File: src/design/rmq_pkg.sv
// Shared widths, constants and pipeline payload types for the rotation matrix to quaternion core.
package rmq_pkg;

  localparam int DATA_W    = 16;
  localparam int FRAC_BITS = 14;
  localparam longint ONE   = longint'(1) << FRAC_BITS;

  // Square root argument, result and division widths
  localparam int A_W   = (FRAC_BITS > 17 ? FRAC_BITS : 17) + 1;
  localparam int S_W   = A_W + 2;
  localparam int SQ_W  = ((A_W + FRAC_BITS + 1) / 2) * 2;
  localparam int R_W   = SQ_W / 2;
  localparam int MAG_W = 17;
  localparam int N_W   = ((MAG_W + FRAC_BITS > R_W) ? MAG_W + FRAC_BITS : R_W) + 1;
  localparam int D_W   = R_W + 1;

  // Saturation limits on magnitude
  localparam longint SAT_HI = (ONE > 32767) ? 32767 : ONE;
  localparam longint SAT_LO = (ONE > 32768) ? 32768 : ONE;

  // Position of the component that comes from the square root
  localparam logic [1:0] POS_X = 2'd0;
  localparam logic [1:0] POS_Y = 2'd1;
  localparam logic [1:0] POS_Z = 2'd2;
  localparam logic [1:0] POS_W = 2'd3;

  typedef struct packed {
    logic [1:0]                  pos;
    logic                        bad;
    logic [2:0]                  sgn;
    logic [2:0][MAG_W-1:0]       mag;
  } side_t;

  typedef struct packed {
    logic [SQ_W-1:0]  rad;
    logic [R_W+1:0]   rem;
    logic [R_W-1:0]   root;
    side_t            side;
  } sqrt_t;

  typedef struct packed {
    logic [2:0][N_W-1:0] num;
    logic [2:0][D_W-1:0] rem;
    logic [2:0][N_W-1:0] quo;
    logic [D_W-1:0]      den;
    logic [R_W-1:0]      root;
    side_t               side;
  } div_t;

endpackage

File: src/design/rmq_sqrt_cell.sv
// Square root cell: one restoring root bit per cell.
module rmq_sqrt_cell (
  input  logic           clk,
  input  logic           rst,
  input  logic           en,
  input  logic           vin,
  input  rmq_pkg::sqrt_t din,
  output logic           vout,
  output rmq_pkg::sqrt_t dout
);

  localparam int RW = rmq_pkg::R_W;

  logic [RW+1:0]  rem_sh, trial;
  logic           ge;
  rmq_pkg::sqrt_t dout_next;

  always_comb begin
    rem_sh = {din.rem[RW-1:0], din.rad[rmq_pkg::SQ_W-1 -: 2]};
    trial  = {din.root, 2'b01};
    ge     = (rem_sh >= trial);
    dout_next      = din;
    dout_next.rad  = din.rad << 2;
    dout_next.rem  = ge ? rem_sh - trial : rem_sh;
    dout_next.root = {din.root[RW-2:0], ge};
  end

  always_ff @(posedge clk) begin
    if (rst) begin
      vout <= 1'b0;
    end else if (en) begin
      vout <= vin;
    end
  end

  always_ff @(posedge clk) begin
    if (en) begin
      dout <= dout_next;
    end
  end

endmodule

File: config.mk
export PLATFORM = sky130hd
export DESIGN_NAME = rmq_sqrt_cell
export DESIGN_NICKNAME = d
export VERILOG_FILES = /design/src/design/rmq_pkg.sv /design/src/design/rmq_sqrt_cell.sv
export SDC_FILE = /design/constraint.sdc
export NUM_CORES = 1
export LEC_CHECK = 0
export CAP_MARGIN = 25
export CELL_PAD_IN_SITES_DETAIL_PLACEMENT = 1
export CELL_PAD_IN_SITES_GLOBAL_PLACEMENT = 1
export CORE_ASPECT_RATIO = 2
export CORE_UTILIZATION = 45
export CTS_BUF_LIST = sky130_fd_sc_hd__clkbuf_8
export DETAILED_ROUTE_END_ITERATION = 12
export DONT_BUFFER_PORTS = 1
export MAX_ROUTING_LAYER = met4
export PLACE_DENSITY = 0.75
export SLEW_MARGIN = 0
export SYNTH_ARGS = -nofsm -noshare
export SYNTH_HDL_FRONTEND = slang
export SYNTH_SLANG_ARGS = --single-unit
File: constraint.sdc
create_clock -name clk -period 3.4 [get_ports clk]
set_input_delay 0.51 -clock clk [delete_from_list [all_inputs] [get_ports clk]]
set_output_delay 0.51 -clock clk [all_outputs]
set_load 0.02 [all_outputs]
==> flow_summary.toml <==
[global_route]
grt_pass1_vias = 2663
grt_overflow = 0
grt_max_degree = 123
antenna_found_initial = 0
grt_pass1_wl_microns = 15580
track_usage_pct = 19.48

[setup_path]
slowest_stage = "a2111oi_0"
path_cells = "inv_1, ha_1, a21oi_2, o221ai_1, a2111oi_0, o22ai_1, xor2_1, mux2_4"
cp_num_buf_inv = 1
critPathKind = "primary input to flop"
slowest_delay_ns = 0.51
worstSetupStartpointType = "primary input"
path_max_fanout = 6
worstSetupEndpointType = "flop"
worstPathArrival_ns = 2.49
crit_required_ns = 3.57
critPathTopFamily = "compound AO/OA/AOI/OAI gates"

[timing]
setup_viol = 0
fin_skew_ns = 0
max_freq_mhz = 429.4
rsz0062_at_grt = "false"
hold_violations = 0
tightest_slew_ns = 0.5758
slew_headroom_pct = 61.29
drv_slew = 0
finalCriticalPeriod_ns = 2.329
whs_ns = 0.1503
tns_ns = 0
fin_ws_ns = 1.071
fin_crit_sh_pct = 68.50

[drt]
drc_errors = 0
wl_per_cell_microns = 23.44
antenna_left = 0
vias = 2567
totalWireLength_microns = 10900
first_pass_iters = 4
drt_iter0_markers = 95
via_per_inst = 5.520

[power_and_ir_drop]
p_leak_nw = 2.010
max-vdd-ir-drop_v = 0.0002334
p_total_mw = 3.468
powerDensity_mw_per_mm2 = 632.6

[placed_design]
gp_congestion = 0.7931
io_buffers = 0
dpl_cell_area_sq_mm = 0.005124
dpl.hpwl_microns = 8443
dp_slack_ns = 0.5887

[synth]
ys_ff_latch = 122
syn_inst = 296
synth-edff-count = 121
ys_types = 47
yosysSeqAreaShare_pct = 73.48
syn_area_sq_mm = 0.004972
syn_area_per_cell_sq_um = 16.80
synth_top_area_share_pct = 73.07
yosys_warnings = 0
synth_flop_cell = "edfxtp_1"
synth_area_leader_cell = "edfxtp_1"
synthTopCellsByArea = "edfxtp_1, ha_1, mux2_4"
async_reset_ff_share_pct = 0

[cts]
htreeDepth = 4
postCtsSetupBuffers = 0
clock-sinks = 122
clk_latency_ns = 0.42
path_clk_slew_ns = 0.08
cts_root_buffer = "clkbuf_8"
clockBufferDepth = 2
cts_tree = "done"
cts_inserted_buffers = 17
ctsResizeCount = 0
hold_buffers = 0

[finish]
final-seq-area_sq_mm = 0.003654
nets = 458
drive_gt1_share_pct = 19.08
final_common_cell = "edfxtp_1"
multi_input_area_sq_mm = 0.001194
fill_cells = 1055
antenna_cells = 0
layout_common_cells = "edfxtp_1, inv_1, ha_1, clkbuf_8, nor2_1"
finalInstanceArea_sq_mm = 0.005483
area_growth_pct = 10.27

[die]
die-width_microns = 76.33
core_sq_mm = 0.01081
dieArea_sq_mm = 0.01150
start_util_pct = 46.00
dieHeight_microns = 150.7
num_io_pins = 251
num_rows = 54

[flow_run]
drv_cap = 0

[outcome]
status = "complete, no violations"

[worst_hold_path]
holdCritPathClass = "primary input to flop"
## per-layer routing
metal	routed length [microns]	vias up	GRT usage (%)
li1	-	1159	-
met1	3559	1239	17.68
met2	6250	154	34.73
met3	875	15	8.545
met4	216	0	8.558
met5	0	-	-
## registers in the layout, summed over array words and instances (netlist names)
name / cells
vout: 1
dout: 121
## worst paths after layout
path / slack, ns / from / to / cells past startpoint
worst max-delay path: 1.07 / din[66] / dout[89] / 8
worst min-delay path: 0.15 / rst / vout / 1
worst max register to register: 2.70 / vout / vout / 2
worst min register to register: 0.62 / vout / vout / 2
## synthesized netlist by cell type, drive strengths merged, types with 6 or more instances
cell / n
xor2: 6
mux2: 16
o21ai: 11
edfxtp: 121
nor2: 14
ha: 18
nand2: 10
inv: 23
nor3: 6
a21oi: 17
xnor2: 7
## cell type report
class	instances	area share [%]
clock inverter	14	2.282
tap	140	3.195
multi-input combinational	147	21.77
sequential	122	66.64
inverter	23	1.575
timing repair buffer	2	0.2738
clock buffer	17	4.267
## per-stage QoR
stage	utilization (%)	std cells
after floorplan	-	297
after global placement	47.40	434
after detailed placement	47.40	434
after CTS	50.72	465
after global routing	50.72	465
final	50.72	465
## cell families after synthesis
| group | after synthesis | synth area share [%] |
|---|---|---|
| xor+xnor | 13 | 2.290 |
| buf+inv | 28 | 2.592 |
| flops | 122 | 73.48 |
| compound gates | 51 | 7.675 |
| mux | 18 | 4.555 |
| fa+ha+maj | 18 | 4.530 |
| other cells | 1 | 0.07542 |
| simple gates | 45 | 4.807 |
## where the power goes
| part | switching, mW | total [mW] | internal, mW |
|---|---|---|---|
| clock network | 0.567 | 1.14 | 0.576 |
| logic | 0.150 | 0.279 | 0.129 |
| registers | 0.225 | 2.05 | 1.82 |
No activity file was read; power rests on OpenSTA's default activity.
