### config.mk
export PLATFORM = sky130hd
export DESIGN_NAME = rmq_div_cell
export DESIGN_NICKNAME = d
export VERILOG_FILES = /design/src/design/rmq_pkg.sv /design/src/design/rmq_div_cell.sv
export SDC_FILE = /design/constraint.sdc
export NUM_CORES = 1
export LEC_CHECK = 0
export BUFFER_PORTS_ARGS = -buffer_cell sky130_fd_sc_hd__buf_2
export CORE_AREA = 3 3 260 262
export DETAILED_ROUTE_END_ITERATION = 7
export DIE_AREA = 0 0 263 265
export SYNTH_ARGS = -nofsm -noshare
export SYNTH_HDL_FRONTEND = slang
export SYNTH_SLANG_ARGS = --single-unit
export TNS_END_PERCENT = 5
### constraint.sdc
create_clock -name clk -period 3.7 [get_ports clk]
set_input_delay 0 -clock clk [delete_from_list [all_inputs] [get_ports clk]]
set_output_delay 0 -clock clk [all_outputs]
set_load 0.02 [all_outputs]
### src/design/rmq_pkg.sv
// Shared widths, constants and pipeline payload types for the rotation matrix to quaternion core.
package rmq_pkg;

  localparam int DATA_W    = 16;
  localparam int FRAC_BITS = 14;
  localparam longint ONE   = longint'(1) << FRAC_BITS;

  // Square root argument, result and division widths
  localparam int A_W   = (FRAC_BITS > 17 ? FRAC_BITS : 17) + 1;
  localparam int S_W   = A_W + 2;
  localparam int SQ_W  = ((A_W + FRAC_BITS + 1) / 2) * 2;
  localparam int R_W   = SQ_W / 2;
  localparam int MAG_W = 17;
  localparam int N_W   = ((MAG_W + FRAC_BITS > R_W) ? MAG_W + FRAC_BITS : R_W) + 1;
  localparam int D_W   = R_W + 1;

  // Saturation limits on magnitude
  localparam longint SAT_HI = (ONE > 32767) ? 32767 : ONE;
  localparam longint SAT_LO = (ONE > 32768) ? 32768 : ONE;

  // Position of the component that comes from the square root
  localparam logic [1:0] POS_X = 2'd0;
  localparam logic [1:0] POS_Y = 2'd1;
  localparam logic [1:0] POS_Z = 2'd2;
  localparam logic [1:0] POS_W = 2'd3;

  typedef struct packed {
    logic [1:0]                  pos;
    logic                        bad;
    logic [2:0]                  sgn;
    logic [2:0][MAG_W-1:0]       mag;
  } side_t;

  typedef struct packed {
    logic [SQ_W-1:0]  rad;
    logic [R_W+1:0]   rem;
    logic [R_W-1:0]   root;
    side_t            side;
  } sqrt_t;

  typedef struct packed {
    logic [2:0][N_W-1:0] num;
    logic [2:0][D_W-1:0] rem;
    logic [2:0][N_W-1:0] quo;
    logic [D_W-1:0]      den;
    logic [R_W-1:0]      root;
    side_t               side;
  } div_t;

endpackage

### src/design/rmq_div_cell.sv
// Division cell: one restoring quotient bit per cell in each of three lanes.
module rmq_div_cell (
  input  logic          clk,
  input  logic          rst,
  input  logic          en,
  input  logic          vin,
  input  rmq_pkg::div_t din,
  output logic          vout,
  output rmq_pkg::div_t dout
);

  localparam int DW = rmq_pkg::D_W;
  localparam int NW = rmq_pkg::N_W;

  logic [DW:0]   rs [3];
  logic [2:0]    ge;
  rmq_pkg::div_t dout_next;

  always_comb begin
    dout_next = din;
    for (int i = 0; i < 3; i++) begin
      rs[i] = {din.rem[i], din.num[i][NW-1]};
      ge[i] = (rs[i] >= {1'b0, din.den});
      dout_next.rem[i] = ge[i] ? DW'(rs[i] - {1'b0, din.den}) : DW'(rs[i]);
      dout_next.quo[i] = {din.quo[i][NW-2:0], ge[i]};
      dout_next.num[i] = din.num[i] << 1;
    end
  end

  always_ff @(posedge clk) begin
    if (rst) begin
      vout <= 1'b0;
    end else if (en) begin
      vout <= vin;
    end
  end

  always_ff @(posedge clk) begin
    if (en) begin
      dout <= dout_next;
    end
  end

endmodule

==> results.txt <==
The number of flops mapped to enable cells by yosys works out to 330. Sequential area share after synthesis: 75.50%. The async set-or-reset flop fraction in the synthesized netlist came out at 0%. The number of clock buffers added by TritonCTS is 40.

Timing analysis after detailed placement gives a worst setup slack of 653.3 ps. TritonCTS built the clock tree. The tools report the number of antenna violations at the first check in global routing as 19.

The checks that failed: negative hold slack. The synthesized netlist contains 58 unique library cells. The fraction of final layout cells sized beyond drive strength 1 was 43.06%.

A synthesized cell averages 17.35 µm². 671 I/O pins were placed. The final wirelength came out at 64.63 mm.

The clock insertion delay at the later pin of the skew report was 570 ps. In this run the cell area of the synthesized design comes to 0.01315 mm². Dividing total power by cell area gives a power density of 486.1 mW/mm². The signal arrival time at the worst endpoint is 3320 ps. On the final layout, the worst clock skew is 0 ps. The final count of pins violating max slew was 0; the per-cell routed wire length was 23.97 µm. For this run, design rule violations remaining after detail routing come to 0. Setup repair after global routing left no endpoint under its margin. The logs give 2 for the number of H-tree branching levels and 0.06970 mm² for the floorplan die area.

For this run, the top clock speed supported by timing is 332.3 MHz. The run finished, with violations left. The logs give 331 for the clock sink total and 758 for the instance count of the mapped netlist. Entering global routing, the biggest net connects 104 pins. The tools report the total number of nets in the final design as 2184.

The tightest min-delay check is of the input port to register type. The predominant post-synthesis flop cell was edfxtp_1. During synthesis, Yosys emitted a total of 0 warnings.

The worst vdd rail ir drop is 0.3030 mV. Dividing the detail-routed via count by the number of cells gives 4.071. The number of global-route vias before repair was 11640; the post-synthesis to final-layout area growth was 69.39%. For the number of detailed-route iterations in the first pass, the log shows 5. The tools report the maximum clock path buffer count as 3.

Setup violations remaining at the end of the flow were counted as 0. The largest fanout of any net on the critical path was 13. The worst setup path is launched from an input port.

The tools report the count of final hold-check violations as 2. For the total negative slack for setup checks, the log shows 0 ps. After clock tree synthesis, the clock-pin slew on the worst setup and hold paths is 60 ps. By startpoint and endpoint, the worst setup path is classified as input port to register. The die is 265 µm tall. Capturing element type of the critical path: a register. From left edge to right edge, the die measures 263 µm. Across the run, the number of max-cap violations was 0. The synthesized design spends more area on one cell type than any other, namely edfxtp_1.

The overall power of the completed layout was 0.01083 W. In the global route stage, overall resource usage came out at 17.77%. The final weighted congestion in routability-driven placement came out at 0.9091. The area inside the core boundary was 0.06563 mm²; the final global-route overflow total was 0. Row generation in the floorplan step produced 94 rows.

The actual transition at the worst max-transition pin was 924.6 ps; the post-synthesis register bit count was 331. After the first detailed-routing iteration, the DRC count stood at 886. Once detail routing completed, the nets flagged for antenna violations numbered 0. The worst hold slack after final layout was -4.172 ps; the clock period minus final worst setup slack was 3010 ps.

The worst pin sits at a relative slew slack of 38.36%. The worst path uses 81.34% of the clock period. The placement-stage cell area came out at 0.01764 mm². Data on the critical path is required at its endpoint by 4010 ps. Overall via count from detail_route: 10980. The share of synthesized area in the top cell type comes to 75.35%. Input and output buffers added on the ports amount to 664.

In the post-synthesis netlist, the biggest area contributors are edfxtp_1, ha_1, mux2_2. The initial utilization of the core area, before any placement, comes to 20.04%. The wire length of the first global-routing pass was 88.04 mm; the detailed placer's ending HPWL was 51.12 mm.

After routing the design area is 0.02228 mm². Once routing completed, OpenROAD measured the worst setup slack at 690.4 ps. For this design the static power due to leakage is 9.471 nW. The tree is rooted in a clkbuf_16.
## Yosys cell counts, types with 2 or more instances
| cell type | count |
|---|---|
| edfxtp_1 | 330 |
| o21a_1 | 6 |
| ha_1 | 51 |
| xor2_1 | 18 |
| buf_2 | 2 |
| o21bai_1 | 9 |
| nand4_1 | 8 |
| or4_1 | 2 |
| nor2b_1 | 6 |
| and2_1 | 4 |
| o31a_1 | 2 |
| a21oi_1 | 34 |
| o21ai_1 | 2 |
| buf_4 | 3 |
| nor3_1 | 3 |
| a21o_1 | 22 |
| mux2_4 | 8 |
| a21oi_2 | 2 |
| nand3_1 | 6 |
| o21ai_2 | 3 |
| inv_1 | 34 |
| xnor2_1 | 20 |
| fa_1 | 3 |
| nand2b_1 | 6 |
| mux2_2 | 28 |
| o31ai_1 | 3 |
| a31oi_1 | 5 |
| a211o_1 | 2 |
| nand2_1 | 39 |
| clkbuf_1 | 7 |
| and3_1 | 3 |
| nor2_1 | 19 |
| mux2i_1 | 4 |
| o21ai_0 | 32 |
| a211oi_1 | 9 |
## final timing paths
path         startpoint   endpoint  slack, ps  depth (start not counted)
min                  en   dout[76]         -4                          1
max reg2reg        vout       vout       2560                          3
max            din[332]  dout[224]        690                         14
min reg2reg        vout       vout       1060                          3
## logic make-up (layout without fill, tap and decap cells)
group	after synthesis	after routing	synth area share, %
flops	331	331	75.50
compound gates	148	148	7.859
simple gates	98	98	3.501
fa+ha+maj	54	54	5.309
buf+inv	48	1111	1.655
mux	40	40	3.615
xor+xnor	38	38	2.531
other cells	1	12	0.02851
## per-stage QoR
stage	util, %	instances	hold WS, ps
floorplan	-	760	72.38
global placement	26.87	2286	168.1
detailed placement	26.87	2286	170.1
CTS	33.91	2687	22.21
global route	33.93	2693	23.19
finish	33.95	2696	-4.172
## registers in the layout, summed over array words and instances, names as in the netlist
signal / flops
dout: 330
vout: 1
## layer usage
metal / vias to the layer above / share of wire, % / global-route usage [%]
met4: 16 / 4.8 / 7.704
li1: 5041 / - / -
met2: 501 / 48 / 29.93
met3: 118 / 10 / 7.667
met1: 5300 / 36 / 19.60
met5: - / 0.16 / 0
## cells in the final DEF, fill, tap and decap left out, drive strengths merged, types with 6 or more instances in the layout
cell,count
nand2b,6
a21oi,36
buf,676
diode,9
clkinv,18
a21o,23
xnor2,20
edfxtp,330
nor2b,6
o21ai,37
nor2,19
dlygate4sd3,329
a211oi,9
clkbuf,43
ha,51
nand4,8
o21bai,9
o21a,6
inv,37
nand3,6
mux2,36
nand2,39
xor2,18
## layout make-up
| type | count | area, µm² |
|---|---|---|
| fill | 6496 | 43350 |
| sequential | 331 | 9930 |
| timing repair buffer | 1005 | 6779 |
| multi-input combinational | 381 | 3012 |
| tap | 864 | 1081 |
| clock buffer | 43 | 1012 |
| clock inverter | 29 | 314.1 |
| inverter | 34 | 127.6 |
| antenna | 9 | 22.52 |
## report_power, final
group,switching [W],leakage [nW],total (W),internal [W]
Clock,0.00172,0.633,0.00401,0.00230
Sequential,0.000118,3.24,0.00465,0.00454
Combinational,0.00128,5.60,0.00216,0.000882
Total,0.00311,9.47,0.0108,0.00771
## worst max-delay path, stage by stage
cell	delay (ps)
dlygate4sd3_1	530
buf_2	120
inv_1	70
ha_1	160
inv_1	50
fa_1	400
a21oi_1	210
nor2_1	70
o21ai_2	160
nand3_1	110
a221o_1	420
a41oi_4	440
buf_12	210
mux2_2	350
## repair_timing
| item | 4_1_cts | 5_1_grt |
|---|---|---|
| buffers inserted | 0 | 0 |
| hold endpoints to repair | 328 | 0 |
| hold buffers | 329 | 0 |
| gates resized for setup | 0 | 0 |
(Power assumes the default switching activity.)
