### config.mk
export PLATFORM = sky130hd
export DESIGN_NAME = rmq_back
export DESIGN_NICKNAME = d
export VERILOG_FILES = /design/src/design/rmq_pkg.sv /design/src/design/rmq_back.sv
export SDC_FILE = /design/constraint.sdc
export NUM_CORES = 1
export LEC_CHECK = 0
export BUFFER_PORTS_ARGS = -buffer_cell sky130_fd_sc_hd__clkbuf_2
export CAP_MARGIN = 20
export CORE_AREA = 2 2 156 158
export CTS_BUF_LIST = sky130_fd_sc_hd__clkbuf_4 sky130_fd_sc_hd__clkbuf_8
export DETAILED_ROUTE_END_ITERATION = 8
export DIE_AREA = 0 0 158 160
export REMOVE_ABC_BUFFERS = 1
export SKIP_CTS_REPAIR_TIMING = 1
export SLEW_MARGIN = 20
export SYNTH_ARGS = -nofsm -noshare
export SYNTH_HDL_FRONTEND = slang
export SYNTH_SLANG_ARGS = --single-unit
export TNS_END_PERCENT = 50
### constraint.sdc
create_clock -name clk -period 3.6 [get_ports clk]
set_clock_uncertainty 0.2 [all_clocks]
set_input_delay 0.36 -clock clk [delete_from_list [all_inputs] [get_ports clk]]
set_output_delay 0.36 -clock clk [all_outputs]
set_load 0.01 [all_outputs]
### src/design/rmq_pkg.sv
// Shared widths, constants and pipeline payload types for the rotation matrix to quaternion core.
package rmq_pkg;

  localparam int DATA_W    = 16;
  localparam int FRAC_BITS = 14;
  localparam longint ONE   = longint'(1) << FRAC_BITS;

  // Square root argument, result and division widths
  localparam int A_W   = (FRAC_BITS > 17 ? FRAC_BITS : 17) + 1;
  localparam int S_W   = A_W + 2;
  localparam int SQ_W  = ((A_W + FRAC_BITS + 1) / 2) * 2;
  localparam int R_W   = SQ_W / 2;
  localparam int MAG_W = 17;
  localparam int N_W   = ((MAG_W + FRAC_BITS > R_W) ? MAG_W + FRAC_BITS : R_W) + 1;
  localparam int D_W   = R_W + 1;

  // Saturation limits on magnitude
  localparam longint SAT_HI = (ONE > 32767) ? 32767 : ONE;
  localparam longint SAT_LO = (ONE > 32768) ? 32768 : ONE;

  // Position of the component that comes from the square root
  localparam logic [1:0] POS_X = 2'd0;
  localparam logic [1:0] POS_Y = 2'd1;
  localparam logic [1:0] POS_Z = 2'd2;
  localparam logic [1:0] POS_W = 2'd3;

  typedef struct packed {
    logic [1:0]                  pos;
    logic                        bad;
    logic [2:0]                  sgn;
    logic [2:0][MAG_W-1:0]       mag;
  } side_t;

  typedef struct packed {
    logic [SQ_W-1:0]  rad;
    logic [R_W+1:0]   rem;
    logic [R_W-1:0]   root;
    side_t            side;
  } sqrt_t;

  typedef struct packed {
    logic [2:0][N_W-1:0] num;
    logic [2:0][D_W-1:0] rem;
    logic [2:0][N_W-1:0] quo;
    logic [D_W-1:0]      den;
    logic [R_W-1:0]      root;
    side_t               side;
  } div_t;

endpackage

### src/design/rmq_back.sv
// Back stage: place components, apply sign and saturation or zero a bad input, hold the result register.
module rmq_back (
  input  logic                               clk,
  input  logic                               rst,
  input  logic                               en,
  input  logic                               vin,
  input  rmq_pkg::div_t                      din,
  output logic                               vout,
  output logic signed [rmq_pkg::DATA_W-1:0]  q_x,
  output logic signed [rmq_pkg::DATA_W-1:0]  q_y,
  output logic signed [rmq_pkg::DATA_W-1:0]  q_z,
  output logic signed [rmq_pkg::DATA_W-1:0]  q_w,
  output logic                               invalid
);

  localparam int NW = rmq_pkg::N_W;
  localparam int DW = rmq_pkg::DATA_W;

  logic [rmq_pkg::R_W:0]  root_rnd;
  logic [NW-1:0]          mag [4];
  logic                   neg [4];
  logic [1:0]             idx [4];
  logic signed [DW-1:0]   res [4];

  always_comb begin
    root_rnd = ({1'b0, din.root} + 1'b1) >> 1;
    for (int k = 0; k < 4; k++) begin
      idx[k] = (2'(k) > din.side.pos) ? 2'(k - 1) : 2'(k);
      if (2'(k) == din.side.pos) begin
        mag[k] = NW'(root_rnd);
        neg[k] = 1'b0;
      end else begin
        mag[k] = din.quo[idx[k]];
        neg[k] = din.side.sgn[idx[k]];
      end
      if (din.side.bad) begin
        res[k] = '0;
      end else if (!neg[k]) begin
        res[k] = (mag[k] > NW'(rmq_pkg::SAT_HI)) ? DW'(rmq_pkg::SAT_HI) : DW'(mag[k]);
      end else begin
        res[k] = (mag[k] > NW'(rmq_pkg::SAT_LO)) ? -DW'(rmq_pkg::SAT_LO) : -DW'(mag[k]);
      end
    end
  end

  always_ff @(posedge clk) begin
    if (rst) begin
      vout <= 1'b0;
    end else if (en) begin
      vout <= vin;
    end
  end

  always_ff @(posedge clk) begin
    if (en) begin
      q_x     <= res[0];
      q_y     <= res[1];
      q_z     <= res[2];
      q_w     <= res[3];
      invalid <= din.side.bad;
    end
  end

endmodule

==> results by stage, run 1 <==
Cells and area:
- The synthesis-to-layout area growth is 31.9%.
- The combined area of the multi-input logic cells is 3760 um2.
- The number of fillers in the final layout is 2585.
- The post-route netlist has 36.2% of its cells at a drive strength greater than 1.
- The combined flip-flop and latch cell area is 1970 um2.
- The total inserted antenna cells is 0.
- At the end of the flow the core is filled with cells to 33.3%.
- The net count of the finished layout is 1240.

Logic synthesis:
- Summed over its instances, the top area cell type makes up 32.4% of the synthesized netlist area.
- In this run the cell area of the synthesized design comes to 6020 um2.
- By area the synthesized netlist is led by sky130_fd_sc_hd__edfxtp_1 (32%), sky130_fd_sc_hd__nor2_1 (4.7%), sky130_fd_sc_hd__xor2_1 (4.2%).
- Yosys printed 0 warnings.
- Among all cell types in the netlist, the one instantiated most often is sky130_fd_sc_hd__nor2_1.
- Sequential cells were found to cover 32.8% of the synthesized design area.
- The most instantiated flip-flop cell in the synthesis netlist is sky130_fd_sc_hd__edfxtp_1.
- Each instance of the synthesized netlist takes up on average 8.90 um2.
- For this run, asynchronously set or reset flops after synthesis account for 0%.
- The number of instances in the synthesized netlist is 676.
- The count of distinct cell types in the synthesized netlist is 86.
- Of all cell types, the one taking the most synthesized area is sky130_fd_sc_hd__edfxtp_1.
- Counting flops with a built-in enable in the synthesized netlist gives 65.
- In this run, synthesis produced a sequential element count of 66.
- By count the netlist is led by sky130_fd_sc_hd__nor2_1 (76), sky130_fd_sc_hd__edfxtp_1 (65), sky130_fd_sc_hd__nand2_1 (40), sky130_fd_sc_hd__xor2_1 (29), sky130_fd_sc_hd__nor3_1 (28).

Clock network:
- The tree is rooted in a sky130_fd_sc_hd__clkbuf_8.
- The maximum level of the CTS H-tree is 3.
- The number of buffers on the longest clock path is 2.
- TritonCTS built the clock tree.
- Clock tree synthesis inserted a total of 9 buffers.
- The clock insertion delay at the later pin of the skew report is 380 ps.
- The clock net sink count is 66.
- Clock-pin slew was measured on the worst setup and hold paths at 80 ps.

Floorplan:
- The number of rows in the core area is 57.
- The die is 160 um tall.
- The number of primary I/O pins is 403.
- In this run the horizontal extent of the chip is 158 um.
- The die footprint is 25300 um2.
- The core region is 23800 um2.
- Once the floorplan was initialized, standard cells occupied 25.3% of the core.

Power:
- The overall power after layout is 2.46 mW.
- The worst IR drop on VDD is 151 uV.
- In this run the static leakage power is 3.13 nW.
- For this design the ratio of total power to cell area is 309 nW/um2.

Placement:
- The weighted congestion at the end of routability-driven global placement is 0.919.
- The count of port buffers added during placement is 187.
- The HPWL after detailed placement is 19900 um.

Timing:
- The number of hold violations in the final report was 0.
- The achievable clock frequency is 311 MHz.
- The max-slew violation total from the final report is 0.
- The final hold slack is 10.8 ps.
- Adding up every negative setup slack in the final design gives 0 ps.
- Setup violations remaining at the end of the flow were counted as 0.
- The post-route minimum period is 3210 ps.
- At the pin with the least slew margin, the transition time is 718 ps.
- In the finished design, the share of the clock period the worst path needs comes to 89.3%.
- The worst relative slew slack is 51.8%.
- Setup repair after global routing left no endpoint under its margin.

Critical path:
- Along the worst path, the maximum fanout reaches 7.
- STA classifies the critical path endpoint as a flop.
- The kind of critical path is primary input to flop.
- The required time of the critical path is 3670 ps.
- STA classifies the critical path startpoint as a primary input.
- Data on the critical path arrives at its endpoint at 3280 ps.

Global routing:
- The first global-routing pass estimated 35800 um of wire.
- The number of antenna violations at the first check in global routing is 2.
- Global routing used 19.1% of the available tracks across all layers.
- The number of global-route vias before repair is 5918.
- The pin count of the biggest net entering global routing is 67.
- The total overflow left after global routing is 0.

Routing:
- The first detailed-routing pass ran for 5 iterations.
- For this block, the routed nets add up to 24400 um of wire.
- Summing over every cut layer, the via total after detailed routing is 6456.
- In this run, the number of DRC markers left after iteration 0 of detailed routing was 679.
- The count of nets left with antenna violations once routing finished came out at 0.
- In the final routed layout, each cell accounts on average for 19.9 um.
- In the routed design, unresolved DRC markers number 0.
- The ratio of routed vias to standard cells is 5.26.

Hold path:
- The path class of the tightest hold or removal check is primary input to flop.

Run:
- Across the run, the number of max-cap violations was 0.

Run status:
- The run finished with clean final reports.
[where the power goes]
part,internal (mW),total [mW],switching (mW)
logic,0.295,0.747,0.452
clock network,0.458,0.796,0.338
registers,0.897,0.913,0.0170
total,1.65,2.46,0.807
[sequential cells by signal, indices dropped and copies added (netlist names)]
name     cells
q_w         16
q_x         16
q_y         16
q_z         16
invalid      1
vout         1
[path summary, 6_finish.rpt]
kind | from | slack [ps] | to | depth (start not counted)
worst max register to register | vout$_SDFFE_PP0P_ | 2820 | vout$_SDFFE_PP0P_ | 2
worst max-delay path | din[58] | 390 | q_z[13]$_SDFFCE_PP0P_ | 12
worst min-delay path | vin | 10 | vout$_SDFFE_PP0P_ | 3
worst min register to register | vout$_SDFFE_PP0P_ | 310 | vout$_SDFFE_PP0P_ | 2
[stage by stage]
step                std cells  area, um2  setup WS, ps
floorplan                 630       5770           246
global placement         1210       7690         -9.85
detailed placement       1210       7690          29.7
CTS                      1226       7930           436
global route             1227       7940           157
finish                   1227       7940           385
[layer usage]
metal	up-vias	wire (um)	GRT usage [%]
met5	-	27	0
met4	4	326	4.79
met2	293	10400	28.2
met3	22	2080	4.86
met1	3056	11600	27.7
li1	3081	-	-
[cell usage in the layout (no fill, tap or decap), types with 5 or more instances in the layout]
master,n
sky130_fd_sc_hd__xnor2_1,26
sky130_fd_sc_hd__nor2_2,11
sky130_fd_sc_hd__o211ai_1,5
sky130_fd_sc_hd__edfxtp_1,65
sky130_fd_sc_hd__clkbuf_2,187
sky130_fd_sc_hd__o21ai_0,27
sky130_fd_sc_hd__a41oi_1,8
sky130_fd_sc_hd__ha_1,5
sky130_fd_sc_hd__nand2_1,40
sky130_fd_sc_hd__nor2_1,75
sky130_fd_sc_hd__nor4_1,20
sky130_fd_sc_hd__a211oi_1,17
sky130_fd_sc_hd__and2_1,5
sky130_fd_sc_hd__mux2i_1,11
sky130_fd_sc_hd__and3_1,10
sky130_fd_sc_hd__or3_1,10
sky130_fd_sc_hd__or4_1,8
sky130_fd_sc_hd__o31ai_1,9
sky130_fd_sc_hd__nor3_2,12
sky130_fd_sc_hd__nand2b_1,9
sky130_fd_sc_hd__nor3_1,28
sky130_fd_sc_hd__a21oi_1,26
sky130_fd_sc_hd__nand3_1,8
sky130_fd_sc_hd__o22ai_1,8
sky130_fd_sc_hd__nand4_1,12
sky130_fd_sc_hd__o21a_1,7
sky130_fd_sc_hd__a21o_1,6
sky130_fd_sc_hd__nor2b_1,6
sky130_fd_sc_hd__clkbuf_8,9
sky130_fd_sc_hd__a31oi_1,19
sky130_fd_sc_hd__xor2_1,29
sky130_fd_sc_hd__o211a_1,7
sky130_fd_sc_hd__buf_4,65
sky130_fd_sc_hd__a22oi_1,7
sky130_fd_sc_hd__inv_1,12
[kinds of logic (layout without fill, tap and decap cells)]
logic type,Yosys count,in the layout,share of synthesized area (%)
fa+ha+maj,5,5,1.04
mux,16,16,2.81
flops,66,66,32.8
xor+xnor,55,55,8.01
simple gates,276,276,25.9
compound gates,199,199,24.6
buf+inv,59,286,4.84
[worst max-delay path: stages]
cell                       delay (ps)
sky130_fd_sc_hd__clkbuf_2         190
sky130_fd_sc_hd__ha_1             270
sky130_fd_sc_hd__buf_4            170
sky130_fd_sc_hd__xor2_1           190
sky130_fd_sc_hd__a222oi_1         410
sky130_fd_sc_hd__buf_4            190
sky130_fd_sc_hd__nand2_1           80
sky130_fd_sc_hd__nor4b_4          490
sky130_fd_sc_hd__nand3_2          180
sky130_fd_sc_hd__o311a_1          310
sky130_fd_sc_hd__nor4_1           270
sky130_fd_sc_hd__buf_4            170
[layout make-up]
type / count / area share [%]
clock buffers: 9 / 1.56
clock inverters: 7 / 1.48
inverters: 13 / 0.615
multi-input cells: 551 / 47.3
flip-flops and latches: 66 / 24.8
well taps: 324 / 5.11
repair buffers: 257 / 19.1
Power figures use the tool's default switching activity.
==> run 2, diff against run 1 <==
--- a/config.mk
+++ b/config.mk
@@ -11,9 +11,9 @@
 export CTS_BUF_LIST = sky130_fd_sc_hd__clkbuf_4 sky130_fd_sc_hd__clkbuf_8
 export DETAILED_ROUTE_END_ITERATION = 8
 export DIE_AREA = 0 0 158 160
+export PLACE_DENSITY = 0.51
 export REMOVE_ABC_BUFFERS = 1
 export SKIP_CTS_REPAIR_TIMING = 1
-export SLEW_MARGIN = 20
 export SYNTH_ARGS = -nofsm -noshare
 export SYNTH_HDL_FRONTEND = slang
 export SYNTH_SLANG_ARGS = --single-unit
==> run 2 against run 1 <==
Compared with the run above:
- worst setup slack improved by 31 ps
- largest power group unchanged
- critical path depth did not move
- power fell by 3.8%
- clock power fell by 9.9%
- cell area fell by 1.1%
- sequential cell count did not move
- critical path type unchanged
- highest routed layer is now met4
- first-iteration DRC count fell by 30%
==> results by stage, run 2 (synthesized netlist as in run 1, its figures left out) <==
Run status:
- The flow ran to the end, and the final reports show no timing, DRC or antenna violations.

Floorplan:
- Once the floorplan was initialized, standard cells occupied 25.3% of the core.
- The floorplan step defined a die boundary enclosing 25300 um2.
- The placeable core region is 23800 um2.
- The floorplan step set the die width to 158 um.
- The number of rows in the core area is 57.
- The height of the chip is 160 um.
- The number of primary I/O pins is 403.

Critical path:
- The depth of the most critical reg-to-reg path is 2.
- The critical path arrival is 3190 ps.
- The startpoint of the lowest-slack register-to-register path is vout$_SDFFE_PP0P_.
- The largest fanout on the critical path is 11.
- The worst setup path is launched from a primary input.
- The type of element capturing the critical path is a flop.
- The capture point of the worst reg-to-reg path is vout$_SDFFE_PP0P_.
- The required time of the critical path is 3610 ps.
- Setup slack on the worst reg-to-reg path comes out at 2810 ps.
- The kind of critical path is primary input to flop.

Cells and area:
- The combined area of the multi-input logic cells is 3760 um2.
- The final layout contains 1232 nets.
- The number of antenna diodes in the final layout is 0.
- The filler cells instantiated in the layout total 2589.
- The library cells used most frequently in the layout, excluding fill and tap cells, are sky130_fd_sc_hd__clkbuf_2 (186), sky130_fd_sc_hd__nor2_1 (75), sky130_fd_sc_hd__edfxtp_1 (65), sky130_fd_sc_hd__buf_4 (57), sky130_fd_sc_hd__nand2_1 (40).
- The post-route cell area is 7850 um2.
- The combined flip-flop and latch cell area is 1970 um2.
- The finished layout holds 1218 standard cells, fillers aside.
- The post-route core utilization is 33.0%.
- The proportion of layout cells with a drive suffix above 1 is 35.7%.
- The leading cell type in the layout, fill and taps excluded is sky130_fd_sc_hd__clkbuf_2.
- From synthesis to final layout, the design area changed by 30.5%.

Global routing:
- The pin count of the biggest net entering global routing is 67.
- The global-route wire length before repair is 35300 um.
- The number of global-route vias before repair was 5880.
- The number of antenna violations at the first check in global routing came to 0.
- The overall track demand over capacity in global routing is 18.8%.
- Summed over all layers, the global routing overflow is 0.

Routing:
- After detailed routing, the number of vias per cell comes to 5.26.
- The number of DRC violations after detailed routing is 0.
- The routed design has 24100 um of wire.
- For this block, the initial DRC count from the detailed router was 478.
- The number of iterations in the first detailed-routing pass is 5.
- After detailed routing, the average wire length per cell comes to 19.8 um.
- The count of nets left with antenna violations once routing finished came out at 0.
- The count of vias placed by the detailed router is 6403.

Clock network:
- The tree built by TritonCTS fans out to 66 sinks.
- The clock insertion delay at the later pin of the skew report is 370 ps.
- The CTS root buffer is sky130_fd_sc_hd__clkbuf_8.
- The maximum level of the CTS H-tree is 3.
- The clock-pin slew on the worst setup and hold paths is 80 ps.
- The longest clock path from root to sink contains 2 buffers.
- The TritonCTS clock tree is built.
- The clock buffer count from CTS is 9.

Placement:
- The placed instances occupy a cell area of 7630 um2.
- The count of port buffers added during placement is 187.
- In this run, placement finished with an instance count of 1202.
- The HPWL after detailed placement is 19500 um.
- The weighted congestion at the end of routability-driven global placement is 0.901.

Hold path:
- The number of stages on the worst hold path is 3.
- For hold timing, the worst endpoint is vout$_SDFFE_PP0P_.
- The min-delay analysis places its worst path in the category primary input to flop.
- The hold path startpoint is vin.

Timing:
- The final critical-path share of the clock period is 88.4%.
- The achievable clock frequency is 314 MHz.
- The number of hold violations in the final report is 0.
- The smallest clock period supported by the final layout is computed as 3180 ps.
- Setup violations remaining at the end of the flow were counted as 0.
- Summed over all failing endpoints, the final setup total negative slack is 0 ps.
- Setup repair after global routing left no endpoint under its margin.
- The slew at the pin with the worst max-slew slack is 875 ps.
- The max-slew violation total from the final report came to 0.
- The worst pin sits at a relative slew slack of 41.6%.

Power:
- The power per cell area is 301 nW/um2.
- Across the VDD grid, the largest voltage drop is 170 uV.
- The analysis attributes to cell leakage a power of 3.08 nW.

Run:
- Across the run, the number of max-cap violations was 0.
-- run 2: cell count changes in the layout (fill, tap and decap cells not counted), sizes merged --
| cell | previous run | this run |
|---|---|---|
| buf | 69 | 62 |
| bufinv | 3 | 2 |
| clkbuf | 196 | 195 |
-- run 2: how the worst max path moves through the flow --
stage,start,to,cells after the start
floorplan,din[56],q_x[11]$_SDFFCE_PP0P_,9
detailed placement,din[57],q_w[3]$_SDFFCE_PP0P_,14
global placement,din[57],q_w[3]$_SDFFCE_PP0P_,14
global route,din[58],q_z[4]$_SDFFCE_PP0P_,12
finish,din[57],q_z[11]$_SDFFCE_PP0P_,12
CTS,din[57],q_z[8]$_SDFFCE_PP0P_,11
-- run 2: layout make-up --
type	instances	area share [%]
inverters	13	0.621
clock buffers	9	1.58
flip-flops and latches	66	25.1
repair buffers	249	18.5
clock inverters	6	1.18
well taps	324	5.16
multi-input cells	551	47.8
-- run 2: per-layer routing --
| layer | track usage [%] | up-vias | part of all wire [%] |
|---|---|---|---|
| li1 | - | 3055 | - |
| met1 | 27.3 | 3031 | 47 |
| met5 | 0 | - | 0 |
| met4 | 4.71 | 0 | 1.4 |
| met2 | 28.0 | 298 | 43 |
| met3 | 4.37 | 19 | 8.5 |
-- run 2: critical path, stage by stage --
cell                       delay [ps]
sky130_fd_sc_hd__clkbuf_2         110
sky130_fd_sc_hd__ha_1             360
sky130_fd_sc_hd__xor2_1           220
sky130_fd_sc_hd__a222oi_1         510
sky130_fd_sc_hd__ha_1             270
sky130_fd_sc_hd__o21a_1           150
sky130_fd_sc_hd__nand4_1          260
sky130_fd_sc_hd__nor3_1           240
sky130_fd_sc_hd__buf_4            170
sky130_fd_sc_hd__a21oi_2           80
sky130_fd_sc_hd__buf_4            220
sky130_fd_sc_hd__nor3_2           230
-- run 2: where the power goes --
group | total [mW] | switching, mW | internal (mW) | leakage [nW]
combinational | 0.730 | 0.443 | 0.287 | 2.35
sequential | 0.917 | 0.0192 | 0.897 | 0.628
clock | 0.717 | 0.329 | 0.388 | 0.102
total | 2.36 | 0.791 | 1.57 | 3.08
-- run 2: metrics by stage --
stage / hold slack [ps] / total power, mW / worst slack (ps)
after detailed placement: 322 / 1.66 / 117
after CTS: -85.7 / 2.39 / 472
after global routing: 48.1 / 2.49 / 247
final: 32.4 / 2.36 / 416
after floorplan: 232 / 1.30 / 246
after global placement: 287 / 1.65 / 101
