File: src/design/rmq_pkg.sv
// Shared widths, constants and pipeline payload types for the rotation matrix to quaternion core.
package rmq_pkg;

  localparam int DATA_W    = 16;
  localparam int FRAC_BITS = 14;
  localparam longint ONE   = longint'(1) << FRAC_BITS;

  // Square root argument, result and division widths
  localparam int A_W   = (FRAC_BITS > 17 ? FRAC_BITS : 17) + 1;
  localparam int S_W   = A_W + 2;
  localparam int SQ_W  = ((A_W + FRAC_BITS + 1) / 2) * 2;
  localparam int R_W   = SQ_W / 2;
  localparam int MAG_W = 17;
  localparam int N_W   = ((MAG_W + FRAC_BITS > R_W) ? MAG_W + FRAC_BITS : R_W) + 1;
  localparam int D_W   = R_W + 1;

  // Saturation limits on magnitude
  localparam longint SAT_HI = (ONE > 32767) ? 32767 : ONE;
  localparam longint SAT_LO = (ONE > 32768) ? 32768 : ONE;

  // Position of the component that comes from the square root
  localparam logic [1:0] POS_X = 2'd0;
  localparam logic [1:0] POS_Y = 2'd1;
  localparam logic [1:0] POS_Z = 2'd2;
  localparam logic [1:0] POS_W = 2'd3;

  typedef struct packed {
    logic [1:0]                  pos;
    logic                        bad;
    logic [2:0]                  sgn;
    logic [2:0][MAG_W-1:0]       mag;
  } side_t;

  typedef struct packed {
    logic [SQ_W-1:0]  rad;
    logic [R_W+1:0]   rem;
    logic [R_W-1:0]   root;
    side_t            side;
  } sqrt_t;

  typedef struct packed {
    logic [2:0][N_W-1:0] num;
    logic [2:0][D_W-1:0] rem;
    logic [2:0][N_W-1:0] quo;
    logic [D_W-1:0]      den;
    logic [R_W-1:0]      root;
    side_t               side;
  } div_t;

endpackage

File: src/design/rmq_front.sv
// Front stage: trace test, branch choice, square root argument and signed dividends.
module rmq_front (
  input  logic                              clk,
  input  logic                              rst,
  input  logic                              en,
  input  logic                              vin,
  input  logic signed [rmq_pkg::DATA_W-1:0] r00,
  input  logic signed [rmq_pkg::DATA_W-1:0] r01,
  input  logic signed [rmq_pkg::DATA_W-1:0] r02,
  input  logic signed [rmq_pkg::DATA_W-1:0] r10,
  input  logic signed [rmq_pkg::DATA_W-1:0] r11,
  input  logic signed [rmq_pkg::DATA_W-1:0] r12,
  input  logic signed [rmq_pkg::DATA_W-1:0] r20,
  input  logic signed [rmq_pkg::DATA_W-1:0] r21,
  input  logic signed [rmq_pkg::DATA_W-1:0] r22,
  output logic                              vout,
  output rmq_pkg::sqrt_t                    dout
);

  localparam int SW = rmq_pkg::S_W;

  logic signed [SW-1:0] m00, m01, m02, m10, m11, m12, m20, m21, m22;
  logic signed [SW-1:0] trace, a_val, one_s;
  logic signed [SW-1:0] dv [3];
  logic                 tpos, bad;
  logic [1:0]           pos;
  rmq_pkg::sqrt_t       dout_next;

  always_comb begin
    m00   = SW'(r00);
    m01   = SW'(r01);
    m02   = SW'(r02);
    m10   = SW'(r10);
    m11   = SW'(r11);
    m12   = SW'(r12);
    m20   = SW'(r20);
    m21   = SW'(r21);
    m22   = SW'(r22);
    one_s = SW'(rmq_pkg::ONE);
    trace = m00 + m11 + m22;
    tpos  = (trace > 0);
    if (tpos) begin
      pos   = rmq_pkg::POS_W;
      a_val = trace + one_s;
      dv[0] = m21 - m12;
      dv[1] = m02 - m20;
      dv[2] = m10 - m01;
    end else if (m00 > m11 && m00 > m22) begin
      pos   = rmq_pkg::POS_X;
      a_val = one_s + m00 - m11 - m22;
      dv[0] = m01 + m10;
      dv[1] = m02 + m20;
      dv[2] = m21 - m12;
    end else if (m11 > m22) begin
      pos   = rmq_pkg::POS_Y;
      a_val = one_s + m11 - m00 - m22;
      dv[0] = m01 + m10;
      dv[1] = m12 + m21;
      dv[2] = m02 - m20;
    end else begin
      pos   = rmq_pkg::POS_Z;
      a_val = one_s + m22 - m00 - m11;
      dv[0] = m02 + m20;
      dv[1] = m12 + m21;
      dv[2] = m10 - m01;
    end
    bad = !tpos && (a_val <= 0);

    dout_next.rad  = bad ? '0 :
                     rmq_pkg::SQ_W'({a_val[rmq_pkg::A_W-1:0], {rmq_pkg::FRAC_BITS{1'b0}}});
    dout_next.rem  = '0;
    dout_next.root = '0;
    dout_next.side.pos = pos;
    dout_next.side.bad = bad;
    for (int i = 0; i < 3; i++) begin
      dout_next.side.sgn[i] = dv[i][SW-1];
      dout_next.side.mag[i] = dv[i][SW-1] ? rmq_pkg::MAG_W'(-dv[i]) : rmq_pkg::MAG_W'(dv[i]);
    end
  end

  always_ff @(posedge clk) begin
    if (rst) begin
      vout <= 1'b0;
    end else if (en) begin
      vout <= vin;
    end
  end

  always_ff @(posedge clk) begin
    if (en) begin
      dout <= dout_next;
    end
  end

endmodule

File: config.mk
export PLATFORM = sky130hd
export DESIGN_NAME = rmq_front
export DESIGN_NICKNAME = d
export VERILOG_FILES = /design/src/design/rmq_pkg.sv /design/src/design/rmq_front.sv
export SDC_FILE = /design/constraint.sdc
export NUM_CORES = 1
export LEC_CHECK = 0
export BUFFER_PORTS_ARGS = -buffer_cell sky130_fd_sc_hd__buf_2
export CAP_MARGIN = 20
export CELL_PAD_IN_SITES_DETAIL_PLACEMENT = 0
export CELL_PAD_IN_SITES_GLOBAL_PLACEMENT = 1
export CORE_ASPECT_RATIO = 0.7
export CORE_MARGIN = 1.5
export CORE_UTILIZATION = 45
export CTS_CLUSTER_SIZE = 40
export DETAILED_ROUTE_END_ITERATION = 12
export PLACE_DENSITY = 0.87
export SYNTH_ARGS = -nofsm -noshare
export SYNTH_HDL_FRONTEND = slang
export SYNTH_SLANG_ARGS = --single-unit
File: constraint.sdc
create_clock -name clk -period 15.6 [get_ports clk]
set_clock_uncertainty 0.1 [all_clocks]
set_input_delay 2.34 -clock clk [delete_from_list [all_inputs] [get_ports clk]]
set_output_delay 2.34 -clock clk [all_outputs]
set_load 0.1 [all_outputs]
==> impl_metrics.yaml, run 1 <==
cts:
  cts_tree: "yes"
  cts_hold_buf: 0
  cts_resized: 0
  clock_latency_ns: 0.34
  clk_pin_slew_ns: 0.07
  cts_sinks: 76
  clockBufferDepth: 2
  cts_max_level: 3
  cts-root-buf: "clkbuf_16"
  cts.repair_timing.setup_buffer_count: 0
  cts_buffers: 9
grt:
  grt_usage: 0.282
  grt_max_degree: 77
  grt_pass1_wl_mm: 86.4
  antenna_found_initial: 2
  globalRouteOverflowTotal: 0
  grt_pass1_vias: 14567
setup_path:
  endpoint_kind: "flip-flop"
  reg2reg_depth: 2
  crit_slowest_cell: "nand3_1"
  cp_slowest_stage_delay_ns: 0.59
  crit_type: "in -> reg"
  crit_buf_inv: 5
  startpoint_type: "input pin"
  cpMostUsedCell: "inv_1"
  r2r-end: "vout$_SDFFE_PP0P_"
  worstPathArrival_ns: 9.35
  critPathMaxFanout: 51
  cp_top_family: "simple AND/OR/NAND/NOR gates"
  reg2reg_from: "vout$_SDFFE_PP0P_"
  r2r_slack_ns: 14.91
  cp_data_required_time_ns: 15.67
sta:
  setup-tns-final_ns: 0
  max_freq_mhz: 108
  drv_slew: 0
  hold_viol: 0
  rsz0062_at_grt: "no"
  setup_violations: 0
  worstMarginPinSlew_ns: 1.12
  layout_setup_ws_ns: 6.32
  period_minus_slack_ns: 9.28
  slew_headroom: 0.249
  min_period_over_period: 0.595
placed_design:
  dp_hpwl_mm: 48.6
  dp_cells: 2732
  place_ws_ns: 6.16
  globalplace.congestion: 0.989
  dpl-instance-area_um2: 18600
  io_buffers: 223
pwr:
  peakVddDrop_mv: 0.157
  powerDensity_nw_per_um2: 141
  intPower_mw: 1.01
  power_switching_mw: 1.65
  pwr-share-seq: 0.148
  p_total_mw: 2.65
  p_comb_frac: 0.772
  switching_share: 0.620
  cellLeakagePower_nw: 8.80
  clockPowerShare: 0.080
yosys:
  synth.most_common_cell: "ha_1"
  synth_seq_area_share: 0.132
  synth-edff-count: 75
  synth_seq_cells: 76
  syn_avg_cell_area_um2: 8.28
  async_reset_ff_frac: 0
  synth_warnings: 0
  synth.area.top_cells: "ha_1 (22%), edfxtp_1 (13%), fa_1 (9.1%), xnor2_1 (6.0%), a21oi_1 (4.7%)"
  synth_cell_types: 90
  syn_area_um2: 17200
  synthCells: 2077
  netlist.area_leader.share: 0.216
  synthTopCellsByCount: "ha_1 (297), inv_1 (208), nor2_1 (174)"
  ys.flop_type: "edfxtp_1"
  synth_top_cell_by_area: "ha_1"
min_path:
  holdPathEnd: "vout$_SDFFE_PP0P_"
  hold_start: "vout$_SDFFE_PP0P_"
  min_path_type: "reg -> reg"
  min_path_cells: 2
floorplanning:
  design.core.area_um2: 37400
  top_level_ports: 272
  die_area_um2: 39400
  die_w_um: 237
  rows: 59
  chipHeight_um: 167
  initial_utilization: 0.460
final_layout:
  nets: 2778
  stdcell_count: 2751
  stdcell_area_um2: 18900
  drive_above_1_share: 0.130
  area_growth_pct: 9.66
drt:
  drt_iter0_markers: 1479
  drt-total-wl_mm: 57.5
  drtPass1Iterations: 7
  vias_per_cell: 5.79
  wl_per_cell_um: 20.9
  drc_errors: 0
  drtAntennaViolNets: 0
  num_vias: 15938
flow_run:
  maxCapViolCount: 0
run_status:
  outcome: "completed"
-- layout make-up --
| class | count | area (um2) |
|---|---|---|
| antenna | 3 | 7.51 |
| clock buffer | 9 | 225 |
| clock inverter | 7 | 58.8 |
| fill | 3696 | 18600 |
| inverter | 208 | 781 |
| multi-input combinational | 1725 | 13700 |
| sequential | 76 | 2270 |
| tap | 488 | 611 |
| timing repair buffer | 235 | 1210 |
-- power by group through the flow --
stage	registers, mW	clock network [mW]	logic, mW
2_1_floorplan	0.957	0	0.982
3_3_place_gp	0.399	0	2.00
3_5_place_dp	0.398	0	2.01
4_1_cts	0.394	0.210	2.01
5_1_grt	0.399	0.219	2.17
6_report	0.393	0.211	2.05
-- logic make-up after synthesis --
logic type,Yosys count,share of synthesized area
flops,76,0.132
xor+xnor,173,0.0885
mux,37,0.0224
buf+inv,323,0.0830
fa+ha+maj,375,0.307
compound gates,541,0.208
simple gates,551,0.159
other cells,1,0.000218
-- metal layers --
metal  GRT usage  share of wire  vias up
met4      0.0315         0.0098        0
met3      0.0641           0.10       30
met2       0.380           0.39      737
met1       0.457           0.50     7593
li1            -              -     7578
met5           0              0        -
-- cells in the final DEF (no fill, tap or decap), types with 17 or more instances in the layout --
cell,n
a31oi_1,29
a211oi_1,21
ha_1,297
conb_1,48
nand3_1,40
edfxtp_1,75
o21ai_0,96
buf_2,222
and3_1,21
fa_1,78
nor3_1,47
and2_1,17
inv_1,208
a21oi_1,160
nor2_1,173
xor2_1,55
nand2b_1,21
xnor2_1,117
o21bai_1,18
a21o_1,26
mux2i_1,25
nor2b_1,39
nand2_1,103
-- flip-flops by register name, indices dropped and copies added (netlist names) --
| signal | cells |
|---|---|
| vout | 1 |
| dout | 75 |
-- worst register-to-register path: stages, from the launching register on --
cell and delay [ns]:
dfxtp_1 0.31, mux2i_1 0.13, nor2_1 0.05
-- per-stage QoR --
stage | hold slack [ns] | utilization
finish | 0.407 | 0.504
global route | 0.443 | 0.504
CTS | 0.414 | 0.504
global placement | 0.372 | 0.496
floorplan | 0.871 | -
detailed placement | 0.395 | 0.496
-- how the worst max path moves through the flow --
| stage | startpoint | cells past startpoint | slack [ns] | endpoint |
|---|---|---|---|---|
| 2_1_floorplan | r00[4] | 27 | 7.57 | dout[33]$_SDFFCE_PP0P_ |
| 3_3_place_gp | r00[4] | 26 | 6.41 | dout[49]$_DFFE_PP_ |
| 3_5_place_dp | r00[4] | 27 | 6.16 | dout[16]$_SDFFCE_PP0P_ |
| 4_1_cts | r00[4] | 27 | 6.47 | dout[16]$_SDFFCE_PP0P_ |
| 5_1_grt | r00[4] | 26 | 5.79 | dout[54]$_DFFE_PP_ |
| 6_report | r00[4] | 26 | 6.32 | dout[54]$_DFFE_PP_ |
Power figures use the tool's default switching activity.
==> run 2: changes to the inputs <==
--- a/config.mk
+++ b/config.mk
@@ -11,10 +11,10 @@
 export CELL_PAD_IN_SITES_GLOBAL_PLACEMENT = 1
 export CORE_ASPECT_RATIO = 0.7
 export CORE_MARGIN = 1.5
-export CORE_UTILIZATION = 45
+export CORE_UTILIZATION = 40
 export CTS_CLUSTER_SIZE = 40
 export DETAILED_ROUTE_END_ITERATION = 12
-export PLACE_DENSITY = 0.87
+export PLACE_DENSITY = 0.82
 export SYNTH_ARGS = -nofsm -noshare
 export SYNTH_HDL_FRONTEND = slang
 export SYNTH_SLANG_ARGS = --single-unit
==> constraint.sdc (replaced) <==
create_clock -name clk -period 8.5 [get_ports clk]
set_clock_uncertainty 0.1 [all_clocks]
set_input_delay 1.275 -clock clk [delete_from_list [all_inputs] [get_ports clk]]
set_output_delay 1.275 -clock clk [all_outputs]
set_load 0.1 [all_outputs]
==> run 2 against run 1 <==
Via count decreased by 1.4%; global-route usage down 2.7 points; first-iteration DRC count increased by 2.1%; critical path depth is the same; total power grew 86%; hold slack better by 0.012 ns; routed wire length grew 0.58%; non-clock buffer count up 7; cell count rose by 2.5%; clock-buffer cell count up 3; sequential cell count unchanged; utilization is 5.5 points lower; critical endpoint is now dout[16]$_SDFFCE_PP0P_; highest routed layer is now met5.
==> impl_metrics.yaml, run 2 (same netlist as run 1, synthesis figures left out) <==
run_status:
  outcome: "completed"
setup_path:
  crit_type: "in -> reg"
  cp_slowest_stage_delay_ns: 0.63
  cp_top_family: "simple AND/OR/NAND/NOR gates"
  critPathMaxFanout: 9
  reg2reg_from: "vout$_SDFFE_PP0P_"
  crit_slowest_cell: "nor4b_1"
  crit_buf_inv: 5
  r2r-end: "vout$_SDFFE_PP0P_"
  endpoint_kind: "flip-flop"
  reg2reg_depth: 2
  cpMostUsedCell: "inv_1"
  r2r_slack_ns: 7.79
  cp_data_required_time_ns: 8.61
  worstPathArrival_ns: 8.04
  startpoint_type: "input pin"
final_layout:
  nets: 2785
  largest_register: "dout"
  largestRegisters: "dout (75), vout (1)"
  largest_reg_flops: 75
  n_antenna_cell: 0
  final_cell_mix: "ha_1 (297), buf_2 (222), inv_1 (208)"
  final_common_cell: "ha_1"
  area_growth_pct: 10.6
  drive_above_1_share: 0.132
grt:
  grt_pass1_vias: 14743
  grt_usage: 0.255
  grt_max_degree: 77
  globalRouteOverflowTotal: 0
  antenna_found_initial: 2
  grt_pass1_wl_mm: 87.0
cts:
  cts_hold_buf: 0
  cts_tree: "yes"
  cts.repair_timing.setup_buffer_count: 0
  cts_max_level: 3
  clk_pin_slew_ns: 0.06
  cts-root-buf: "clkbuf_16"
  cts_sinks: 76
  cts_buffers: 9
  cts_resized: 0
  clockBufferDepth: 2
  clock_latency_ns: 0.34
drt:
  drt-total-wl_mm: 57.8
  vias_per_cell: 5.57
  wl_per_cell_um: 20.5
  drt_iter0_markers: 1510
  num_vias: 15710
  drtAntennaViolNets: 0
  drtPass1Iterations: 6
  drc_errors: 0
sta:
  min_period_over_period: 0.933
  max_freq_mhz: 126
  hold-worst-slack_ns: 0.418
  period_minus_slack_ns: 7.93
  setup_violations: 0
  slew_headroom: 0.255
  rsz0062_at_grt: "no"
  drv_slew: 0
  setup-tns-final_ns: 0
  worstMarginPinSlew_ns: 1.10
  hold_viol: 0
pwr:
  p_comb_frac: 0.764
  intPower_mw: 1.92
  switching_share: 0.611
  clockPowerShare: 0.087
  pwr-share-seq: 0.149
  powerDensity_nw_per_um2: 259
  cellLeakagePower_nw: 8.85
  peakVddDrop_mv: 0.159
  power_switching_mw: 3.01
flow_run:
  maxCapViolCount: 0
min_path:
  holdPathEnd: "vout$_SDFFE_PP0P_"
  min_path_cells: 2
  hold_start: "vout$_SDFFE_PP0P_"
  min_path_type: "reg -> reg"
placed_design:
  globalplace.congestion: 1.00
  dp_hpwl_mm: 49.1
  io_buffers: 223
floorplanning:
  die_area_um2: 44300
  rows: 63
  initial_utilization: 0.406
  chipHeight_um: 176
  design.core.area_um2: 42400
  top_level_ports: 272
  die_w_um: 251
-- run 2: cell types whose count changed in the layout (fill, tap and decap cells not counted), moves of 2 or more --
cell	change
buf_4	+7
diode_2	-3
inv_6	-3
bufinv_16	+2
clkbuf_1	+2
-- run 2: cell type report --
type	count	area, um2
Clock inverter	4	73.8
Sequential cell	76	2270
Multi-Input combinational cell	1725	13700
Fill cell	4277	23400
Tap cell	552	691
Clock buffer	12	246
Inverter	208	781
Timing Repair Buffer	242	1260
-- run 2: per-layer routing --
layer  vias up  GRT usage  wire [um]
met5         -          0          9
met3        54     0.0715       5270
met4         2     0.0437       1020
met1      7486      0.394      29300
li1       7574          -          -
met2       594      0.350      22200
-- run 2: worst max-delay path by stage --
stage / start / endpoint / slack [ns] / cells past startpoint
after floorplan: r00[4] / dout[33]$_SDFFCE_PP0P_ / 1.53 / 27
after global placement: r00[4] / dout[32]$_DFFE_PP_ / 0.61 / 26
after detailed placement: r00[4] / dout[33]$_SDFFCE_PP0P_ / 0.39 / 27
after CTS: r00[4] / dout[33]$_SDFFCE_PP0P_ / 0.71 / 27
after global routing: r00[4] / dout[12]$_DFFE_PP_ / 0.12 / 26
final: r00[4] / dout[16]$_SDFFCE_PP0P_ / 0.57 / 26
-- run 2: worst reg2reg max path, delay by kind of cell (launching register included) --
family	cells	cell delay (ns)
muxes	1	0.14
and+or+nand+nor	1	0.06
DFF	1	0.31
-- run 2: through the flow --
stage               utilization  power (mW)  instances  setup slack [ns]  cell area [um2]
CTS                       0.449        4.88       2819             0.709            19000
detailed placement        0.441        4.44       2803             0.388            18700
global placement          0.441        4.42       2803             0.610            18700
floorplan                     -        3.56       2124              1.53            17400
global route              0.449        5.20       2819             0.122            19000
finish                    0.449        4.93       2819             0.569            19000
-- run 2: power by group through the flow --
stage          clock network (mW)  registers [mW]  logic, mW
2_1_floorplan                   0            1.76       1.80
4_1_cts                     0.431           0.738       3.71
3_5_place_dp                    0           0.744       3.69
3_3_place_gp                    0           0.749       3.67
5_1_grt                     0.446           0.746       4.01
6_report                    0.430           0.736       3.76
==> run 3: changes to the inputs <==
--- a/config.mk
+++ b/config.mk
@@ -6,11 +6,9 @@
 export NUM_CORES = 1
 export LEC_CHECK = 0
 export BUFFER_PORTS_ARGS = -buffer_cell sky130_fd_sc_hd__buf_2
-export CAP_MARGIN = 20
 export CELL_PAD_IN_SITES_DETAIL_PLACEMENT = 0
 export CELL_PAD_IN_SITES_GLOBAL_PLACEMENT = 1
 export CORE_ASPECT_RATIO = 0.7
-export CORE_MARGIN = 1.5
 export CORE_UTILIZATION = 40
 export CTS_CLUSTER_SIZE = 40
 export DETAILED_ROUTE_END_ITERATION = 12
==> run 3 against run 2 <==
Final area up 0.11%; setup slack lost 0.0090 ns; non-clock buffer count grew 4; total power hardly changed; critical path depth is 1 higher; cell count rose by 0.18%; hold slack worse by 0.012 ns; fmax is 0.11% lower; utilization is 0.13 points higher; die area shrank 0.96%; critical path type unchanged; highest routed layer unchanged.
==> impl_metrics.yaml, run 3 (same netlist as run 1, synthesis figures left out) <==
drt:
  drtAntennaViolNets: 0
  drc_errors: 0
  wl_per_cell_um: 20.9
  num_vias: 15705
  vias_per_cell: 5.56
  drt-total-wl_mm: 59.0
  drtPass1Iterations: 5
  drt_iter0_markers: 1341
pwr:
  powerDensity_nw_per_um2: 259
  cellLeakagePower_nw: 8.86
  p_total_mw: 4.93
  peakVddDrop_mv: 0.155
final_layout:
  drive_above_1_share: 0.133
  area_growth_pct: 10.7
  final_common_cell: "ha_1"
  stdcell_count: 2824
  largestRegisters: "dout (75), vout (1)"
  nets: 2789
  largest_reg_flops: 75
  largest_register: "dout"
  n_fill_cell: 4256
  final_cell_mix: "ha_1 (297), buf_2 (222), inv_1 (208)"
floorplanning:
  die_w_um: 250
  die_area_um2: 43800
  design.core.area_um2: 42300
  rows: 63
  top_level_ports: 272
  initial_utilization: 0.406
  chipHeight_um: 175
cts:
  cts.repair_timing.setup_buffer_count: 0
  cts_hold_buf: 0
  cts_buffers: 9
  cts_sinks: 76
  cts-root-buf: "clkbuf_16"
  cts_resized: 0
  cts_max_level: 3
  cts_tree: "yes"
  clk_pin_slew_ns: 0.06
  clockBufferDepth: 2
  clock_latency_ns: 0.35
setup_path:
  startpoint_type: "input pin"
  cp_data_required_time_ns: 8.51
  endpoint_kind: "flip-flop"
  crit_buf_inv: 5
  cp_slowest_stage_delay_ns: 0.56
  crit_type: "in -> reg"
  worstPathArrival_ns: 7.95
  cpMostUsedCell: "inv_1"
  crit_slowest_cell: "fa_1"
  cp_top_family: "simple AND/OR/NAND/NOR gates"
  critPathMaxFanout: 38
grt:
  grt_max_degree: 77
  grt_pass1_vias: 14346
  grt_usage: 0.264
  globalRouteOverflowTotal: 0
  grt_pass1_wl_mm: 88.2
  antenna_found_initial: 0
flow_run:
  maxCapViolCount: 0
run_status:
  outcome: "completed"
sta:
  hold-worst-slack_ns: 0.406
  setup-tns-final_ns: 0
  worstMarginPinSlew_ns: 1.03
  layout_setup_ws_ns: 0.560
  drv_slew: 0
  rsz0062_at_grt: "no"
  min_period_over_period: 0.934
  slew_headroom: 0.315
  hold_viol: 0
  period_minus_slack_ns: 7.94
  setup_violations: 0
  max_freq_mhz: 126
placed_design:
  globalplace.congestion: 0.954
  io_buffers: 223
  dp_hpwl_mm: 50.4
  dp_cells: 2807
  place_ws_ns: 0.404
min_path:
  min_path_type: "reg -> reg"
## run 3: cell count changes in the layout (fill, tap and decap cells not counted), sizes merged
cell and delta:
diode +2, clkbuf -2, inv +1, buf +4
## run 3: worst reg2reg max path, delay by kind of cell (launching register included)
family,cells,cell delay [ns]
flops,1,0.31
mux,1,0.14
simple gates,1,0.05
## run 3: layout make-up
type / count / area [um2] / share of cell area
Multi-Input combinational cell: 1725 / 13700 / 0.719
Inverter: 208 / 781 / 0.0410
Antenna cell: 2 / 5.00 / 0.000263
Clock inverter: 5 / 76.3 / 0.00401
Timing Repair Buffer: 246 / 1290 / 0.0678
Sequential cell: 76 / 2270 / 0.119
Tap cell: 552 / 691 / 0.0363
Clock buffer: 10 / 229 / 0.0120
## run 3: worst paths after layout
kind         cells past startpoint  slack [ns]         startpoint                     end
max                             27        0.56             r00[4]  dout[33]$_SDFFCE_PP0P_
min                              2        0.41  vout$_SDFFE_PP0P_       vout$_SDFFE_PP0P_
max reg2reg                      2        7.80  vout$_SDFFE_PP0P_       vout$_SDFFE_PP0P_
min reg2reg                      2        0.41  vout$_SDFFE_PP0P_       vout$_SDFFE_PP0P_
## run 3: metrics by stage
step                      utilization  cell area [um2]
after floorplan                     -            17400
after global placement          0.443            18700
after detailed placement        0.443            18700
after CTS                       0.450            19000
after global routing            0.450            19000
final                           0.450            19000
## run 3: per-layer routing
layer | routed length (um) | part of all wire | global-route usage | vias up
li1 | - | - | - | 7590
met2 | 23000 | 0.39 | 0.360 | 540
met1 | 30300 | 0.51 | 0.412 | 7533
met5 | 110 | 0.0019 | 0.0187 | -
met3 | 4830 | 0.082 | 0.0649 | 40
met4 | 701 | 0.012 | 0.0360 | 2
## run 3: where the power goes
group	internal (mW)	switching, mW
Sequential	0.643	0.0924
Clock	0.255	0.159
Combinational	1.02	2.77
